`config.mk`:
```
export PLATFORM = sky130hd
export DESIGN_NAME = hfq_div
export DESIGN_NICKNAME = d
export VERILOG_FILES = /design/src/rtl/core/hfq_div.sv
export SDC_FILE = /design/constraint.sdc
export NUM_CORES = 1
export LEC_CHECK = 0
export BUFFER_PORTS_ARGS = -buffer_cell sky130_fd_sc_hd__clkbuf_2
export CAP_MARGIN = 15
export CELL_PAD_IN_SITES_DETAIL_PLACEMENT = 1
export CELL_PAD_IN_SITES_GLOBAL_PLACEMENT = 1
export CORE_MARGIN = 10
export CORE_UTILIZATION = 43
export DETAILED_ROUTE_END_ITERATION = 7
export PLACE_DENSITY = 0.86
export SKIP_CTS_REPAIR_TIMING = 1
export SLEW_MARGIN = 15
export SYNTH_ARGS = -nofsm -noshare
export SYNTH_HDL_FRONTEND = slang
export SYNTH_SLANG_ARGS = --single-unit
```
`constraint.sdc`:
```
create_clock -name clk -period 3.25 [get_ports clk]
set_input_delay 0.325 -clock clk [delete_from_list [all_inputs] [get_ports clk]]
set_output_delay 0.325 -clock clk [all_outputs]
set_load 0.005 [all_outputs]
```
`src/rtl/core/hfq_div.sv`:
```
// Pipelined restoring divider, one quotient bit per register stage.
// Depends on nothing; den must stay stable while items are in flight.
module hfq_div #(
  parameter int DENW = 31,
  parameter int QW   = 8
) (
  input  logic                 clk,
  input  logic [DENW+QW-1:0]   num,
  input  logic [DENW-1:0]      den,
  output logic [QW-1:0]        quo,
  output logic [DENW-1:0]      rem
);
  localparam int NUMW = DENW + QW;
  localparam int DIFW = NUMW + 1;

  logic [NUMW-1:0] rem_r [QW];
  logic [QW-1:0]   quo_r [QW];

  // num must be below den << QW
  for (genvar k = 0; k < QW; k++) begin : g_step
    localparam int BIT = QW - 1 - k;
    logic [NUMW-1:0] rem_in;
    logic [QW-1:0]   quo_in;
    logic [DIFW-1:0] diff;
    logic [NUMW-1:0] rem_nxt;
    logic [QW-1:0]   quo_nxt;

    if (k == 0) begin : g_first
      assign rem_in = num;
      assign quo_in = '0;
    end else begin : g_next
      assign rem_in = rem_r[k-1];
      assign quo_in = quo_r[k-1];
    end

    always_comb begin
      diff         = {1'b0, rem_in} - (DIFW'(den) << BIT);
      quo_nxt      = quo_in;
      quo_nxt[BIT] = ~diff[NUMW];
      rem_nxt      = diff[NUMW] ? rem_in : diff[NUMW-1:0];
    end

    always_ff @(posedge clk) begin
      rem_r[k] <= rem_nxt;
      quo_r[k] <= quo_nxt;
    end
  end

  assign quo = quo_r[QW-1];
  assign rem = rem_r[QW-1][DENW-1:0];

endmodule

```
==> flow_summary.json <==
{
  "initial_core_util": 0.433,
  "worstPathArrival_ps": 4220,
  "clockRootBuffer": "clkbuf_16",
  "synth_top_area_cell": "dfxtp_1",
  "ys_top_cells_by_count": "340 x dfxtp_1, 312 x a21oi_1, 248 x ha_1, 229 x nor2_1, 206 x nand2_1",
  "cts-htree-levels": 2,
  "grt_usage": 0.237,
  "pin_count": 110,
  "gp_congestion": 0.936,
  "fmax_ghz": 0.269,
  "vias": 23548,
  "cp_max_fo": 2,
  "irDropWorstVdd_mv": 0.469,
  "clock_path_buffers": 3,
  "core-area_um2": 52300,
  "grt_pass1_vias": 24538,
  "finalNetCount": 3623,
  "dpl.hpwl_um": 60400,
  "dp.cells": 3894,
  "startpoint": "rem_r[0][82]",
  "postPlaceCellArea_um2": 27500,
  "status": "complete, but fails checks",
  "drtPass1Iterations": 5,
  "min_path_type": "input port to flip-flop",
  "area_growth_pct": 33.3,
  "maxCapViolCount": 0,
  "busiest_layer": "met2",
  "p_leak_nw": 14.1,
  "path_buf_inv": 2,
  "num_antenna_cells": 0,
  "wl_per_cell_um": 22.1,
  "synth_fp_nets": 3032,
  "die_h_um": 249,
  "max_stage_delay_ps": 450,
  "crit_required_ps": 3750,
  "grt_max_degree": 52,
  "pre_cts_ws_ps": -624,
  "synth_cell_types": 75,
  "yosys_warnings": 0,
  "hold_viol": 8,
  "clk_latency_ps": 590,
  "setup_ws_ps": -472,
  "grt_overflow": 0,
  "drive_above_1_share": 0.272,
  "design.die.area_um2": 62200,
  "fin_area_um2": 30200,
  "synth_enable_flop_cells": 0,
  "floorplan.rows": 84,
  "clock-sinks": 340,
  "r2r-start": "rem_r[0][82]",
  "rsz0062_at_grt": "true",
  "syn_inst": 2705,
  "setup_viol": 71,
  "synth_top_area_frac": 0.301,
  "port_buffers": 109,
  "seq_area_frac_synth": 0.301,
  "grt_pass1_wl_um": 124000,
  "viasPerCell": 5.87,
  "crit_chain": "inv_2 > ha_4 > inv_2 > fa_2 > a211oi_4 > o211ai_2 > a21oi_2 > a211oi_4 > o41a_1 > o41a_1 > a31o_1 > a2111o_1 > nor3_2 > xor2_1",
  "finalCritPeriodShare": 1.15,
  "wl_um": 88600,
  "cp_slowest_cell": "a2111o_1",
  "synthFlopType": "dfxtp_1",
  "post-route-drc-count": 0,
  "critPathLaunchType": "flip-flop",
  "min-delay-start": "num[37]",
  "finalMaxSlewViolations": 0,
  "cts_buffers": 41,
  "violations": "hold timing, setup timing",
  "cts_tree": "yes",
  "syn_area_um2": 22600,
  "drtIter0Drc": 1579,
  "synthArstFlopShare": 0,
  "postRouteAntennaNets": 0,
  "ys_ff_latch": 340,
  "fillers": 6190,
  "synth_most_common_cell": "dfxtp_1",
  "antenna_found_initial": 0,
  "slew-limit-headroom": 0.577,
  "grt_use_met2": 0.438,
  "fin_cells": 4014,
  "whs_ps": -16.1,
  "skew_ps": 29.5,
  "met1_usage": 0.272,
  "critPathKind": "flip-flop to flip-flop",
  "fin_crit_ps": 3720,
  "worst_pin_slew_ps": 629,
  "die_x_um": 249,
  "avgSynthCellArea_um2": 8.37,
  "synth.area.top_cells": "dfxtp_1 30%, ha_1 14%, a21oi_1 6.9%, xnor2_1 5.1%, a21o_1 4.2%",
  "clk_pin_slew_ps": 60,
  "finalPower_mw": 33.1,
  "cp-end-kind": "flip-flop",
  "pwr_density_cell_nw_per_um2": 1100,
  "gr-usage-met3": 0.0348,
  "cp_top_family": "compound AO/OA/AOI/OAI gates"
}
==> layer usage <==
metal	part of all wire	vias to the layer above	wire [um]
met2	0.51	716	45100
met5	0	-	0
met3	0.044	263	3880
li1	-	10988	-
met4	0.046	0	4040
met1	0.40	11581	35600
==> area by class of cell <==
class                   instances  area, um2  share of cell area
repair buffers                628       4750               0.157
inverters                     113        432              0.0143
flip-flops and latches        340       6820               0.226
well taps                     688        861              0.0285
clock inverters                11        161             0.00535
clock buffers                  62       1230              0.0407
multi-input cells            2172      15900               0.528
==> cell families (layout without fill, tap and decap cells) <==
family	Yosys count	count (layout)	share of synthesized area
compound gates	895	895	0.248
simple gates	708	708	0.145
flops	340	340	0.301
fa+ha+maj	256	256	0.144
xor+xnor	235	235	0.0909
buf+inv	193	814	0.0325
mux	78	78	0.0385
==> registers in the layout (all words and copies together), names as in the netlist <==
| name | cells |
|---|---|
| quo_r | 36 |
| rem_r | 304 |
==> cell usage in the layout (no fill, tap or decap), types with 34 or more instances in the layout <==
cell type and n:
ha_1 234, inv_1 108, dfxtp_1 329, a21o_1 128, buf_4 482, clkbuf_2 109
a21oi_1 285, nand2_1 206, xor2_1 103, clkbuf_16 49, nor3_1 34, nand3_1 44
o21ai_0 173, mux2_2 50, nor2_1 213, xnor2_1 132
==> stage by stage <==
| step | hold slack (ps) | setup TNS, ps | utilization |
|---|---|---|---|
| after floorplan | 310 | -67.6 | - |
| after global placement | 310 | -61790 | 0.525 |
| after detailed placement | 313 | -93750 | 0.525 |
| after CTS | -175 | -18780 | 0.551 |
| after global routing | 0.808 | -17390 | 0.577 |
| final | -16.1 | -8240 | 0.577 |
==> worst min-delay path, cell delays in order <==
cell and delay [ps]:
clkbuf_2 90, nand2_1 40, o21ai_0 60
==> final timing paths <==
kind                         to  cells after the start  slack [ps]
setup / recovery  rem_r[0][155]                     14        -470
hold / removal     rem_r[0][37]                      3         -20
setup reg to reg  rem_r[0][155]                     14        -470
hold reg to reg    quo_r[1][28]                      0         320
==> report_power, final <==
group	total (mW)	switching (mW)	internal, mW
logic	20.8	10.9	9.97
clock network	4.83	1.92	2.92
registers	7.48	1.30	6.18
total	33.1	14.1	19.1
No activity file was read; power rests on OpenSTA's default activity.
